File: config.mk
export PLATFORM = sky130hd
export DESIGN_NAME = frame_statistics_monitor_flat
export DESIGN_NICKNAME = d
export VERILOG_FILES = /design/src/hw/rtl/fstat_pkg.sv /design/src/hw/rtl/fstat_in_if.sv /design/src/hw/rtl/fstat_out_if.sv /design/src/hw/rtl/fstat_accum.sv /design/src/hw/rtl/fstat_report.sv /design/src/hw/rtl/frame_statistics_monitor.sv /design/src/flat_wrapper.sv
export VERILOG_INCLUDE_DIRS = /design/src /design/src/hw/rtl
export SDC_FILE = /design/constraint.sdc
export NUM_CORES = 2
export LEC_CHECK = 0
export BUFFER_PORTS_ARGS = -buffer_cell sky130_fd_sc_hd__buf_2
export CAP_MARGIN = 10
export CORE_UTILIZATION = 50
export DETAILED_ROUTE_END_ITERATION = 12
export MAX_ROUTING_LAYER = met4
export PLACE_DENSITY_LB_ADDON = 0.25
export SLEW_MARGIN = 20
export SYNTH_ARGS = -nofsm -noshare
export SYNTH_HDL_FRONTEND = slang
export SYNTH_HIERARCHICAL = 1
export SYNTH_SLANG_ARGS = --single-unit
File: constraint.sdc
create_clock -name i_clk -period 125.4 [get_ports i_clk]
set_input_delay 12.54 -clock i_clk [delete_from_list [all_inputs] [get_ports i_clk]]
set_output_delay 12.54 -clock i_clk [all_outputs]
set_load 0.02 [all_outputs]
File: src/hw/rtl/frame_statistics_monitor_macros.svh
// Assertion macros for the frame statistics monitor.
// Included by the top level; no other dependencies.
`ifndef FRAME_STATISTICS_MONITOR_MACROS_SVH
`define FRAME_STATISTICS_MONITOR_MACROS_SVH

// Same-cycle implication, disabled during reset.
`define FSTAT_ASSERT_IMP(label, clk, rst_n, ante, cons, msg) \
    label: assert property (@(posedge clk) disable iff (!(rst_n)) (ante) |-> (cons)) \
        else $error(msg);

// Next-cycle implication, disabled during reset.
`define FSTAT_ASSERT_NXT(label, clk, rst_n, ante, cons, msg) \
    label: assert property (@(posedge clk) disable iff (!(rst_n)) (ante) |=> (cons)) \
        else $error(msg);

`endif

File: src/hw/rtl/fstat_pkg.sv
// Shared types, codes and saturating helpers for the frame statistics monitor.
// No dependencies.
`default_nettype none

package fstat_pkg;

    localparam logic [31:0] PERIOD_MIN   = 32'd100000;
    localparam logic [31:0] PERIOD_RESET = 32'd1000000;

    typedef enum logic [2:0] {
        FN_DRAW     = 3'd0,
        FN_SOUND    = 3'd1,
        FN_UNDERRUN = 3'd2,
        FN_FRAME    = 3'd3,
        FN_BUFMEM   = 3'd4,
        FN_TEXMEM   = 3'd5,
        FN_RESTART  = 3'd6
    } t_func;

    typedef enum logic [0:0] {
        CFG_COUNTING = 1'b0,
        CFG_PERIOD   = 1'b1
    } t_cfg_idx;

    typedef enum logic [4:0] {
        ST_PERIOD     = 5'd0,
        ST_FRAMES     = 5'd1,
        ST_FRAMETOTAL = 5'd2,
        ST_BEST       = 5'd3,
        ST_WORST      = 5'd4,
        ST_DRAWS      = 5'd5,
        ST_DRAWWORST  = 5'd6,
        ST_VERTS      = 5'd7,
        ST_VERTWORST  = 5'd8,
        ST_BYTEWORST  = 5'd9,
        ST_BUFMEM     = 5'd10,
        ST_TEXMEM     = 5'd11,
        ST_SNDBLOCKS  = 5'd12,
        ST_SNDFRAMES  = 5'd13,
        ST_MIXSUM     = 5'd14,
        ST_MIXWORST   = 5'd15,
        ST_VOICEPEAK  = 5'd16,
        ST_UNDERRUNS  = 5'd17
    } t_stat_id;

    typedef struct packed {
        t_func       func;
        logic [47:0] now_us;
        logic [30:0] count_a;
        logic [31:0] count_b;
        logic [31:0] mix_us;
        logic [7:0]  voices;
    } t_item;

    // Snapshot of one summary run; byte_pk, buf_b and tex_b are two's complement.
    typedef struct packed {
        logic        valid;
        logic        has_sound;
        logic [47:0] elapsed;
        logic [31:0] frames;
        logic [47:0] ft_sum;
        logic [47:0] ft_min;
        logic [47:0] ft_max;
        logic [31:0] draws;
        logic [31:0] draw_pk;
        logic [47:0] verts;
        logic [31:0] vert_pk;
        logic [31:0] byte_pk;
        logic [47:0] buf_b;
        logic [47:0] tex_b;
        logic [31:0] snd_blocks;
        logic [47:0] snd_frames;
        logic [47:0] mix_sum;
        logic [31:0] mix_pk;
        logic [7:0]  voice_pk;
        logic [31:0] underruns;
    } t_run;

    function automatic logic [31:0] sat_add32(input logic [31:0] a, input logic [31:0] b);
        logic [32:0] s;
        s = {1'b0, a} + {1'b0, b};
        return s[32] ? '1 : s[31:0];
    endfunction

    function automatic logic [47:0] sat_add48(input logic [47:0] a, input logic [47:0] b);
        logic [48:0] s;
        s = {1'b0, a} + {1'b0, b};
        return s[48] ? '1 : s[47:0];
    endfunction

    function automatic logic [31:0] clamp_s32(input logic [31:0] a, input logic [31:0] b);
        logic [32:0] s;
        s = {a[31], a} + {b[31], b};
        if (s[32] != s[31]) begin
            return s[32] ? 32'h8000_0000 : 32'h7FFF_FFFF;
        end
        return s[31:0];
    endfunction

    function automatic logic [47:0] clamp_s48(input logic [47:0] a, input logic [31:0] b);
        logic [48:0] s;
        s = {a[47], a} + {{17{b[31]}}, b};
        if (s[48] != s[47]) begin
            return s[48] ? 48'h8000_0000_0000 : 48'h7FFF_FFFF_FFFF;
        end
        return s[47:0];
    endfunction

endpackage

`default_nettype wire

File: src/hw/rtl/fstat_in_if.sv
// Event channel: valid/ready handshake with the event payload fields.
// No dependencies.
`default_nettype none

interface fstat_in_if;
    logic               valid;
    logic               ready;
    logic [2:0]         func;
    logic [47:0]        now_us;
    logic [30:0]        count_a;
    logic signed [31:0] count_b;
    logic [31:0]        mix_us;
    logic [7:0]         voices;

    modport source (output valid, func, now_us, count_a, count_b, mix_us, voices,
                    input ready);
    modport sink   (input valid, func, now_us, count_a, count_b, mix_us, voices,
                    output ready);
endinterface

`default_nettype wire

File: src/hw/rtl/fstat_out_if.sv
// Statistics channel: valid/ready handshake with one statistic per beat.
// No dependencies.
`default_nettype none

interface fstat_out_if;
    logic               valid;
    logic               ready;
    logic [4:0]         stat_id;
    logic signed [63:0] stat_value;
    logic               last_of_run;

    modport source (output valid, stat_id, stat_value, last_of_run, input ready);
    modport sink   (input valid, stat_id, stat_value, last_of_run, output ready);
endinterface

`default_nettype wire

File: src/hw/rtl/fstat_accum.sv
// Configuration registers, accumulators and per-event update logic.
// Depends on fstat_pkg; produces the snapshot for a summary run.
`default_nettype none

module fstat_accum (
    input  wire logic             i_clk,
    input  wire logic             i_rst_n,
    input  wire logic             i_cfg_we,
    input  wire logic [0:0]       i_cfg_index,
    input  wire logic [31:0]      i_cfg_data,
    input  wire fstat_pkg::t_item i_item,
    input  wire logic             i_item_valid,
    input  wire logic             i_rpt_busy,
    output logic                  o_take,
    output fstat_pkg::t_run       o_run
);
    import fstat_pkg::*;

    logic        r_counting;
    logic [31:0] r_period_len;

    logic [47:0] r_period_start, n_period_start;
    logic [47:0] r_last_frame,   n_last_frame;
    logic [31:0] r_frame_cnt,    n_frame_cnt;
    logic [47:0] r_ft_sum,       n_ft_sum;
    logic [47:0] r_ft_max,       n_ft_max;
    logic [47:0] r_ft_min,       n_ft_min;
    logic [31:0] r_draw_sum,     n_draw_sum;
    logic [47:0] r_vert_sum,     n_vert_sum;
    logic [31:0] r_draw_pk,      n_draw_pk;
    logic [31:0] r_vert_pk,      n_vert_pk;
    logic [31:0] r_byte_pk,      n_byte_pk;
    logic [31:0] r_draws_if,     n_draws_if;
    logic [31:0] r_verts_if,     n_verts_if;
    logic [31:0] r_bytes_if,     n_bytes_if;
    logic [47:0] r_buf_b,        n_buf_b;
    logic [47:0] r_tex_b,        n_tex_b;
    logic [31:0] r_snd_blocks,   n_snd_blocks;
    logic [47:0] r_snd_frames,   n_snd_frames;
    logic [47:0] r_mix_sum,      n_mix_sum;
    logic [31:0] r_mix_pk,       n_mix_pk;
    logic [7:0]  r_voice_pk,     n_voice_pk;
    logic [31:0] r_underruns,    n_underruns;

    logic [48:0] frame_diff;
    logic [48:0] period_diff;
    logic [47:0] elapsed;
    logic        period_end;

    assign o_take = i_item_valid && !(i_item.func == FN_FRAME && i_rpt_busy);

    assign frame_diff  = {1'b0, i_item.now_us} - {1'b0, r_last_frame};
    assign elapsed     = frame_diff[48] ? 48'd0 : frame_diff[47:0];
    assign period_diff = {1'b0, i_item.now_us} - {1'b0, r_period_start};

    always_comb begin
        n_period_start = r_period_start;
        n_last_frame   = r_last_frame;
        n_frame_cnt    = r_frame_cnt;
        n_ft_sum       = r_ft_sum;
        n_ft_max       = r_ft_max;
        n_ft_min       = r_ft_min;
        n_draw_sum     = r_draw_sum;
        n_vert_sum     = r_vert_sum;
        n_draw_pk      = r_draw_pk;
        n_vert_pk      = r_vert_pk;
        n_byte_pk      = r_byte_pk;
        n_draws_if     = r_draws_if;
        n_verts_if     = r_verts_if;
        n_bytes_if     = r_bytes_if;
        n_buf_b        = r_buf_b;
        n_tex_b        = r_tex_b;
        n_snd_blocks   = r_snd_blocks;
        n_snd_frames   = r_snd_frames;
        n_mix_sum      = r_mix_sum;
        n_mix_pk       = r_mix_pk;
        n_voice_pk     = r_voice_pk;
        n_underruns    = r_underruns;
        o_run          = '0;
        period_end     = !period_diff[48] && (period_diff[47:0] >= {16'd0, r_period_len});

        if (o_take) begin
            case (i_item.func)
                FN_DRAW: begin
                    if (r_counting) begin
                        n_draws_if = sat_add32(r_draws_if, 32'd1);
                        n_verts_if = sat_add32(r_verts_if, {1'b0, i_item.count_a});
                        n_bytes_if = clamp_s32(r_bytes_if, i_item.count_b);
                    end
                end
                FN_SOUND: begin
                    if (r_counting) begin
                        n_snd_blocks = sat_add32(r_snd_blocks, 32'd1);
                        n_snd_frames = sat_add48(r_snd_frames, {17'd0, i_item.count_a});
                        n_mix_sum    = sat_add48(r_mix_sum, {16'd0, i_item.mix_us});
                        if (i_item.mix_us > r_mix_pk) begin
                            n_mix_pk = i_item.mix_us;
                        end
                        if (i_item.voices > r_voice_pk) begin
                            n_voice_pk = i_item.voices;
                        end
                    end
                end
                FN_UNDERRUN: begin
                    if (r_counting) begin
                        n_underruns = sat_add32(r_underruns, 32'd1);
                    end
                end
                FN_FRAME: begin
                    if (r_counting) begin
                        if (r_last_frame != 48'd0) begin
                            n_frame_cnt = sat_add32(r_frame_cnt, 32'd1);
                            n_ft_sum    = sat_add48(r_ft_sum, elapsed);
                            if (elapsed > r_ft_max) begin
                                n_ft_max = elapsed;
                            end
                            if (r_ft_min == 48'd0 || elapsed < r_ft_min) begin
                                n_ft_min = elapsed;
                            end
                        end
                        n_last_frame = i_item.now_us;
                        n_draw_sum   = sat_add32(r_draw_sum, r_draws_if);
                        n_vert_sum   = sat_add48(r_vert_sum, {16'd0, r_verts_if});
                        if (r_draws_if > r_draw_pk) begin
                            n_draw_pk = r_draws_if;
                        end
                        if (r_verts_if > r_vert_pk) begin
                            n_vert_pk = r_verts_if;
                        end
                        if ($signed(r_bytes_if) > $signed(r_byte_pk)) begin
                            n_byte_pk = r_bytes_if;
                        end
                        n_draws_if = '0;
                        n_verts_if = '0;
                        n_bytes_if = '0;
                        if (period_end) begin
                            o_run.valid      = (n_frame_cnt != 32'd0);
                            o_run.has_sound  = (r_snd_blocks != 32'd0);
                            o_run.elapsed    = period_diff[47:0];
                            o_run.frames     = n_frame_cnt;
                            o_run.ft_sum     = n_ft_sum;
                            o_run.ft_min     = n_ft_min;
                            o_run.ft_max     = n_ft_max;
                            o_run.draws      = n_draw_sum;
                            o_run.draw_pk    = n_draw_pk;
                            o_run.verts      = n_vert_sum;
                            o_run.vert_pk    = n_vert_pk;
                            o_run.byte_pk    = n_byte_pk;
                            o_run.buf_b      = r_buf_b;
                            o_run.tex_b      = r_tex_b;
                            o_run.snd_blocks = r_snd_blocks;
                            o_run.snd_frames = r_snd_frames;
                            o_run.mix_sum    = r_mix_sum;
                            o_run.mix_pk     = r_mix_pk;
                            o_run.voice_pk   = r_voice_pk;
                            o_run.underruns  = r_underruns;

                            n_period_start = i_item.now_us;
                            n_frame_cnt    = '0;
                            n_ft_sum       = '0;
                            n_ft_max       = '0;
                            n_ft_min       = '0;
                            n_draw_sum     = '0;
                            n_vert_sum     = '0;
                            n_draw_pk      = '0;
                            n_vert_pk      = '0;
                            n_byte_pk      = '0;
                            n_snd_blocks   = '0;
                            n_snd_frames   = '0;
                            n_mix_sum      = '0;
                            n_mix_pk       = '0;
                            n_voice_pk     = '0;
                            n_underruns    = '0;
                        end
                    end
                end
                FN_BUFMEM: begin
                    n_buf_b = clamp_s48(r_buf_b, i_item.count_b);
                end
                FN_TEXMEM: begin
                    n_tex_b = clamp_s48(r_tex_b, i_item.count_b);
                end
                FN_RESTART: begin
                    n_period_start = i_item.now_us;
                    n_last_frame   = '0;
                    n_frame_cnt    = '0;
                    n_ft_sum       = '0;
                    n_ft_max       = '0;
                    n_ft_min       = '0;
                    n_draw_sum     = '0;
                    n_vert_sum     = '0;
                    n_draw_pk      = '0;
                    n_vert_pk      = '0;
                    n_byte_pk      = '0;
                    n_snd_blocks   = '0;
                    n_snd_frames   = '0;
                    n_mix_sum      = '0;
                    n_mix_pk       = '0;
                    n_voice_pk     = '0;
                    n_underruns    = '0;
                end
                default: begin
                end
            endcase
        end
    end

    always_ff @(posedge i_clk) begin
        if (!i_rst_n) begin
            r_counting   <= 1'b0;
            r_period_len <= PERIOD_RESET;
        end else if (i_cfg_we) begin
            case (t_cfg_idx'(i_cfg_index))
                CFG_COUNTING: begin
                    r_counting <= i_cfg_data[0];
                end
                CFG_PERIOD: begin
                    r_period_len <= (i_cfg_data < PERIOD_MIN) ? PERIOD_MIN : i_cfg_data;
                end
                default: begin
                end
            endcase
        end
    end

    always_ff @(posedge i_clk) begin
        if (!i_rst_n) begin
            r_period_start <= '0;
            r_last_frame   <= '0;
            r_frame_cnt    <= '0;
            r_ft_sum       <= '0;
            r_ft_max       <= '0;
            r_ft_min       <= '0;
            r_draw_sum     <= '0;
            r_vert_sum     <= '0;
            r_draw_pk      <= '0;
            r_vert_pk      <= '0;
            r_byte_pk      <= '0;
            r_draws_if     <= '0;
            r_verts_if     <= '0;
            r_bytes_if     <= '0;
            r_buf_b        <= '0;
            r_tex_b        <= '0;
            r_snd_blocks   <= '0;
            r_snd_frames   <= '0;
            r_mix_sum      <= '0;
            r_mix_pk       <= '0;
            r_voice_pk     <= '0;
            r_underruns    <= '0;
        end else begin
            r_period_start <= n_period_start;
            r_last_frame   <= n_last_frame;
            r_frame_cnt    <= n_frame_cnt;
            r_ft_sum       <= n_ft_sum;
            r_ft_max       <= n_ft_max;
            r_ft_min       <= n_ft_min;
            r_draw_sum     <= n_draw_sum;
            r_vert_sum     <= n_vert_sum;
            r_draw_pk      <= n_draw_pk;
            r_vert_pk      <= n_vert_pk;
            r_byte_pk      <= n_byte_pk;
            r_draws_if     <= n_draws_if;
            r_verts_if     <= n_verts_if;
            r_bytes_if     <= n_bytes_if;
            r_buf_b        <= n_buf_b;
            r_tex_b        <= n_tex_b;
            r_snd_blocks   <= n_snd_blocks;
            r_snd_frames   <= n_snd_frames;
            r_mix_sum      <= n_mix_sum;
            r_mix_pk       <= n_mix_pk;
            r_voice_pk     <= n_voice_pk;
            r_underruns    <= n_underruns;
        end
    end

endmodule

`default_nettype wire

File: src/hw/rtl/fstat_report.sv
// Summary snapshot register, statistic sequencer and output register.
// Depends on fstat_pkg and fstat_out_if.
`default_nettype none

module fstat_report (
    input  wire logic            i_clk,
    input  wire logic            i_rst_n,
    input  wire fstat_pkg::t_run i_run,
    output logic                 o_busy,
    fstat_out_if.source          o_stat
);
    import fstat_pkg::*;

    t_run        r_snap;
    logic        r_active;
    t_stat_id    r_idx;
    logic        r_out_valid;
    logic [4:0]  r_out_id;
    logic [63:0] r_out_val;
    logic        r_out_last;

    logic        slot_free;
    logic        load;
    logic        is_last;
    logic [63:0] sel_val;

    assign slot_free = !r_out_valid || o_stat.ready;
    assign load      = r_active && slot_free;
    assign is_last   = (r_idx == ST_TEXMEM && !r_snap.has_sound) || r_idx == ST_UNDERRUNS;
    assign o_busy    = r_active;

    always_comb begin
        case (r_idx)
            ST_PERIOD:     sel_val = {16'd0, r_snap.elapsed};
            ST_FRAMES:     sel_val = {32'd0, r_snap.frames};
            ST_FRAMETOTAL: sel_val = {16'd0, r_snap.ft_sum};
            ST_BEST:       sel_val = {16'd0, r_snap.ft_min};
            ST_WORST:      sel_val = {16'd0, r_snap.ft_max};
            ST_DRAWS:      sel_val = {32'd0, r_snap.draws};
            ST_DRAWWORST:  sel_val = {32'd0, r_snap.draw_pk};
            ST_VERTS:      sel_val = {16'd0, r_snap.verts};
            ST_VERTWORST:  sel_val = {32'd0, r_snap.vert_pk};
            ST_BYTEWORST:  sel_val = {{32{r_snap.byte_pk[31]}}, r_snap.byte_pk};
            ST_BUFMEM:     sel_val = {{16{r_snap.buf_b[47]}}, r_snap.buf_b};
            ST_TEXMEM:     sel_val = {{16{r_snap.tex_b[47]}}, r_snap.tex_b};
            ST_SNDBLOCKS:  sel_val = {32'd0, r_snap.snd_blocks};
            ST_SNDFRAMES:  sel_val = {16'd0, r_snap.snd_frames};
            ST_MIXSUM:     sel_val = {16'd0, r_snap.mix_sum};
            ST_MIXWORST:   sel_val = {32'd0, r_snap.mix_pk};
            ST_VOICEPEAK:  sel_val = {56'd0, r_snap.voice_pk};
            ST_UNDERRUNS:  sel_val = {32'd0, r_snap.underruns};
            default:       sel_val = '0;
        endcase
    end

    always_ff @(posedge i_clk) begin
        if (!i_rst_n) begin
            r_active    <= 1'b0;
            r_idx       <= ST_PERIOD;
            r_out_valid <= 1'b0;
        end else begin
            if (i_run.valid) begin
                r_active <= 1'b1;
                r_idx    <= ST_PERIOD;
            end else if (load) begin
                if (is_last) begin
                    r_active <= 1'b0;
                end else begin
                    r_idx <= t_stat_id'(r_idx + 5'd1);
                end
            end
            if (slot_free) begin
                r_out_valid <= r_active;
            end
        end
    end

    always_ff @(posedge i_clk) begin
        if (i_run.valid) begin
            r_snap <= i_run;
        end
        if (load) begin
            r_out_id   <= r_idx;
            r_out_val  <= sel_val;
            r_out_last <= is_last;
        end
    end

    assign o_stat.valid       = r_out_valid;
    assign o_stat.stat_id     = r_out_id;
    assign o_stat.stat_value  = r_out_val;
    assign o_stat.last_of_run = r_out_last;

endmodule

`default_nettype wire

File: src/hw/rtl/frame_statistics_monitor.sv
// Frame statistics monitor top level: input register, accumulators, report sequencer.
// Depends on fstat_pkg, fstat_in_if, fstat_out_if, fstat_accum, fstat_report
// and frame_statistics_monitor_macros.svh.
//
//   port     direction  beat
//   i_evt    in         one event: func, now_us, count_a, count_b, mix_us, voices
//   o_stat   out        one statistic: stat_id, stat_value, last_of_run
//   i_cfg_*  in         register write, no handshake, no read-back
//
// One event per cycle unless a frame event is held; the accumulators register its update from the input register.
// A summary run (12 or 18 beats) drains from a snapshot register one beat per
// cycle; a frame event waits in the input register while a run is draining.
// Other events keep flowing during a run. Reset is synchronous and clears all
// counters; o_stat stalls hold the output register and then the sequencer.
`default_nettype none

`include "frame_statistics_monitor_macros.svh"

module frame_statistics_monitor (
    input  wire logic        i_clk,
    input  wire logic        i_rst_n,
    input  wire logic        i_cfg_we,
    input  wire logic [0:0]  i_cfg_index,
    input  wire logic [31:0] i_cfg_data,
    fstat_in_if.sink         i_evt,
    fstat_out_if.source      o_stat
);
    import fstat_pkg::*;

    logic  r_in_valid;
    t_item r_in;
    logic  take;
    logic  rpt_busy;
    t_run  run;

    assign i_evt.ready = !r_in_valid || take;

    always_ff @(posedge i_clk) begin
        if (!i_rst_n) begin
            r_in_valid <= 1'b0;
        end else if (i_evt.valid && i_evt.ready) begin
            r_in_valid <= 1'b1;
        end else if (take) begin
            r_in_valid <= 1'b0;
        end
    end

    always_ff @(posedge i_clk) begin
        if (i_evt.valid && i_evt.ready) begin
            r_in.func    <= t_func'(i_evt.func);
            r_in.now_us  <= i_evt.now_us;
            r_in.count_a <= i_evt.count_a;
            r_in.count_b <= i_evt.count_b;
            r_in.mix_us  <= i_evt.mix_us;
            r_in.voices  <= i_evt.voices;
        end
    end

    fstat_accum u_accum (
        .i_clk        (i_clk),
        .i_rst_n      (i_rst_n),
        .i_cfg_we     (i_cfg_we),
        .i_cfg_index  (i_cfg_index),
        .i_cfg_data   (i_cfg_data),
        .i_item       (r_in),
        .i_item_valid (r_in_valid),
        .i_rpt_busy   (rpt_busy),
        .o_take       (take),
        .o_run        (run)
    );

    fstat_report u_report (
        .i_clk   (i_clk),
        .i_rst_n (i_rst_n),
        .i_run   (run),
        .o_busy  (rpt_busy),
        .o_stat  (o_stat)
    );

    `FSTAT_ASSERT_IMP(a_run_not_busy, i_clk, i_rst_n, run.valid, !rpt_busy, "run started while report busy")
    `FSTAT_ASSERT_IMP(a_last_id, i_clk, i_rst_n, o_stat.valid && o_stat.last_of_run, o_stat.stat_id == ST_TEXMEM || o_stat.stat_id == ST_UNDERRUNS, "last beat has wrong id")
    `FSTAT_ASSERT_NXT(a_run_gapless, i_clk, i_rst_n, o_stat.valid && o_stat.ready && !o_stat.last_of_run, o_stat.valid, "gap inside a summary run")
    `FSTAT_ASSERT_IMP(a_frame_held, i_clk, i_rst_n, r_in_valid && r_in.func == FN_FRAME && rpt_busy, !take, "frame taken during a run")

endmodule

`default_nettype wire
File: src/flat_wrapper.sv
// flat-port wrapper written by rule: the top's interface ports become plain ports
module frame_statistics_monitor_flat import fstat_pkg::*;
  (i_clk, i_rst_n, i_cfg_we, i_cfg_index, i_cfg_data, i_evt_valid, i_evt_func, i_evt_now_us, i_evt_count_a, i_evt_count_b, i_evt_mix_us, i_evt_voices, i_evt_ready, o_stat_valid, o_stat_stat_id, o_stat_stat_value, o_stat_last_of_run, o_stat_ready);
  fstat_in_if i_evt_i ();
  fstat_out_if o_stat_i ();
  input  wire logic i_clk;
  input  wire logic i_rst_n;
  input  wire logic i_cfg_we;
  input  wire logic [0:0] i_cfg_index;
  input  wire logic [31:0] i_cfg_data;
  input wire logic [$bits(i_evt_i.valid)-1:0] i_evt_valid;
  input wire logic [$bits(i_evt_i.func)-1:0] i_evt_func;
  input wire logic [$bits(i_evt_i.now_us)-1:0] i_evt_now_us;
  input wire logic [$bits(i_evt_i.count_a)-1:0] i_evt_count_a;
  input wire logic [$bits(i_evt_i.count_b)-1:0] i_evt_count_b;
  input wire logic [$bits(i_evt_i.mix_us)-1:0] i_evt_mix_us;
  input wire logic [$bits(i_evt_i.voices)-1:0] i_evt_voices;
  output wire logic [$bits(i_evt_i.ready)-1:0] i_evt_ready;
  output wire logic [$bits(o_stat_i.valid)-1:0] o_stat_valid;
  output wire logic [$bits(o_stat_i.stat_id)-1:0] o_stat_stat_id;
  output wire logic [$bits(o_stat_i.stat_value)-1:0] o_stat_stat_value;
  output wire logic [$bits(o_stat_i.last_of_run)-1:0] o_stat_last_of_run;
  input wire logic [$bits(o_stat_i.ready)-1:0] o_stat_ready;
  assign i_evt_i.valid = i_evt_valid;
  assign i_evt_i.func = i_evt_func;
  assign i_evt_i.now_us = i_evt_now_us;
  assign i_evt_i.count_a = i_evt_count_a;
  assign i_evt_i.count_b = i_evt_count_b;
  assign i_evt_i.mix_us = i_evt_mix_us;
  assign i_evt_i.voices = i_evt_voices;
  assign i_evt_ready = i_evt_i.ready;
  assign o_stat_valid = o_stat_i.valid;
  assign o_stat_stat_id = o_stat_i.stat_id;
  assign o_stat_stat_value = o_stat_i.stat_value;
  assign o_stat_last_of_run = o_stat_i.last_of_run;
  assign o_stat_i.ready = o_stat_ready;
  frame_statistics_monitor u_core (.i_clk(i_clk), .i_rst_n(i_rst_n), .i_cfg_we(i_cfg_we), .i_cfg_index(i_cfg_index), .i_cfg_data(i_cfg_data), .i_evt(i_evt_i), .o_stat(o_stat_i));
endmodule
==> flow_summary.ini <==
[sta]
rsz0062_at_grt = false
relSlewSlack_pct = 14.7
fin_worst_hold_slack_ns = 0.457
hold_violations = 0
tightest_slew_ns = 1.27
maxSlewViolCount = 0
fin_crit_sh_pct = 12.5
fmax_mhz = 63.8
setup-violations-final = 0
finalSetupTns_ns = 0
fin_skew_ns = 0.0629
fin_crit_ns = 15.67

[layout]
final_nets = 11900
nFillCells = 18400
syn2layout_area_growth_pct = 10.6
layout.area.seq_um2 = 44900
multi_input_area_um2 = 54000
largest_register_ffs = 697
instances_no_fill = 13900
largest-register = u_core/u_report/r_snap
layout-drive-gt1-share_pct = 8.48
postLayoutCoreUtil_pct = 55.7

[critical_path]
crit_path_start_kind = flop
r2r-end = u_core/u_report/r_snap[488]
worstSetupPathType = reg -> out
crit_slowest_cell = o21ai_1
r2r_setup_slack_ns = 115.55
critical_path_arrival_ns = 3.13
timing.rr.start = u_core/r_in[104]
slowest_delay_ns = 0.73
crit_cells = 5
crit_chain = nand2b_1 -> o21ai_1 -> inv_1 -> nand2b_4 -> buf_2
cpLargestDelayFamily = compound AO/OA/AOI/OAI gates
worst_setup_path_end_kind = output port
crit_buf_inv = 2
required_ns = 112.86
ff2ff_path_depth = 30
path_max_fanout = 8

[clocking]
cts_buffer_depth = 3
clkTransAtPathRegs_ns = 0.07
cts_tree = done
ctsRootBufferMaster = clkbuf_16
insertion_delay_ns = 0.91
cts_post_setup_buffers_inserted = 0
cts.repair.resized = 0
cts_sinks = 1787
cts_buffers = 199
htree_levels = 4
hold_buffers = 0

[yosys]
netlist_top_cells_count = a21oi_1 (1090), nor2_1 (946), edfxtp_1 (906)
synth_seq_cells = 1787
ys_types = 113
ys_seq_area_share_pct = 43.4
synth.area.top_cells = edfxtp_1 (26%), dfxtp_1 (17%), ha_1 (8.4%)
async_flop_share_pct = 0
synth_fp_nets = 11900
postSynthCellCount = 11000
synth_edf_count = 906
syn_area_per_cell_um2 = 9.36
yosysTopAreaCell = edfxtp_1
synth_flop_cell = edfxtp_1
yosysMostFrequentCell = a21oi_1
synth_area_um2 = 103000
yosysWarnings = 6
yosysTopAreaCellShare_pct = 26.3

[drt]
ant_nets = 0
wl_um = 430000
drc = 2
vias_per_cell = 6.55
wire_per_inst_um = 30.9
num_vias = 91300
drtPass1Iterations = 11
drtIter0Drc = 12400

[global_route]
antenna_found_initial = 36
track_usage_pct = 41.2
grt_pass1_wl_um = 607000
grt_pass1_vias = 84100
grt_max_degree = 197
gr-total-overflow = 0

[status]
violations = design-rule violations
status = finished, violations left

[die]
die_w_um = 456
dieArea_um2 = 208000
core_um2 = 205000
num_io_pins = 264
initial_core_util_pct = 50.4
fp.dieH_um = 456
num_rows = 166

[hold_path]
whs_path_depth = 2
hold_path_end = u_core/u_accum/r_vert_sum[14]
hp-class = reg -> reg
hold_start = u_core/u_accum/r_vert_sum[14]

[power_and_ir_drop]
finalPower_mw = 1.39
powerDensity_nw_per_um2 = 12.2
ir_worst_vdd_mv = 0.0159
p_leak_nw = 44.5

[placed_design]
gp_congestion = 1.03
dp_cells = 13500
port_buffers = 263
hpwl_um = 322000

[job]
drv_cap = 0
worst register-to-register path: cells and delay by family (launching register included):
kind	cells	cell delay, ns
compound gates	10	3.00
xor+xnor	1	0.60
fa+ha+maj	2	0.55
buf+inv	3	0.71
flops	1	0.59
mux	1	0.71
simple gates	13	3.45
logic make-up after synthesis:
group                      share of synthesized area, %
AOI/OAI and AO/OA                                  21.6
xor gates and xnor gates                           3.22
adders and majority gates                          9.22
buffers and inverters                              4.61
DFF                                                43.4
muxes                                              3.02
and+or+nand+nor                                    14.9
layout by cell type, fill, tap and decap left out, drive strengths merged, types with 259 or more instances in the layout:
cell / n
o21ai: 787
ha: 696
nor2: 951
buf: 449
mux2i: 298
a22o: 259
a21oi: 1092
dfxtp: 881
inv: 552
edfxtp: 906
a21o: 291
nand2: 704
and2: 333
clkbuf: 291
layer usage:
| layer | share of wire, % | track usage, % | vias up |
|---|---|---|---|
| li1 | - | - | 40600 |
| met1 | 41 | 54.4 | 45200 |
| met2 | 43 | 59.2 | 4655 |
| met3 | 10 | 9.29 | 811 |
| met4 | 5.8 | 20.8 | 0 |
| met5 | 0 | - | - |
layout make-up:
cell class                 count  share of cell area, %
sequential                  1787                   39.3
timing repair buffer         450                   2.49
inverter                     543                   1.79
clock buffer                 290                   5.11
multi-input combinational   8069                   47.3
clock inverter                88                   1.02
antenna                       16                 0.0351
tap                         2688                   2.95
worst max-delay path by stage:
| stage | startpoint | end |
|---|---|---|
| after floorplan | u_core/u_accum/r_frame_cnt[5] | u_core/u_report/r_idx[4] |
| after global placement | i_rst_n | u_core/u_accum/r_underruns[6] |
| after detailed placement | i_rst_n | u_core/u_accum/r_underruns[6] |
| after CTS | u_core/r_in[151] | i_evt_ready |
| after global routing | u_core/r_in[151] | i_evt_ready |
| final | u_core/r_in[151] | i_evt_ready |
metrics by stage:
stage	setup WS [ns]	area, µm²
finish	109.73	114000
global placement	109.25	107000
floorplan	82.81	103000
global route	109.64	114000
detailed placement	109.22	107000
CTS	109.74	114000
report_power, final:
part	switching, mW	internal [mW]
Clock	0.265	0.362
Sequential	0.00809	0.615
Combinational	0.0931	0.0494
Total	0.366	1.03
Note: power is estimated with default switching activity, not from simulation.
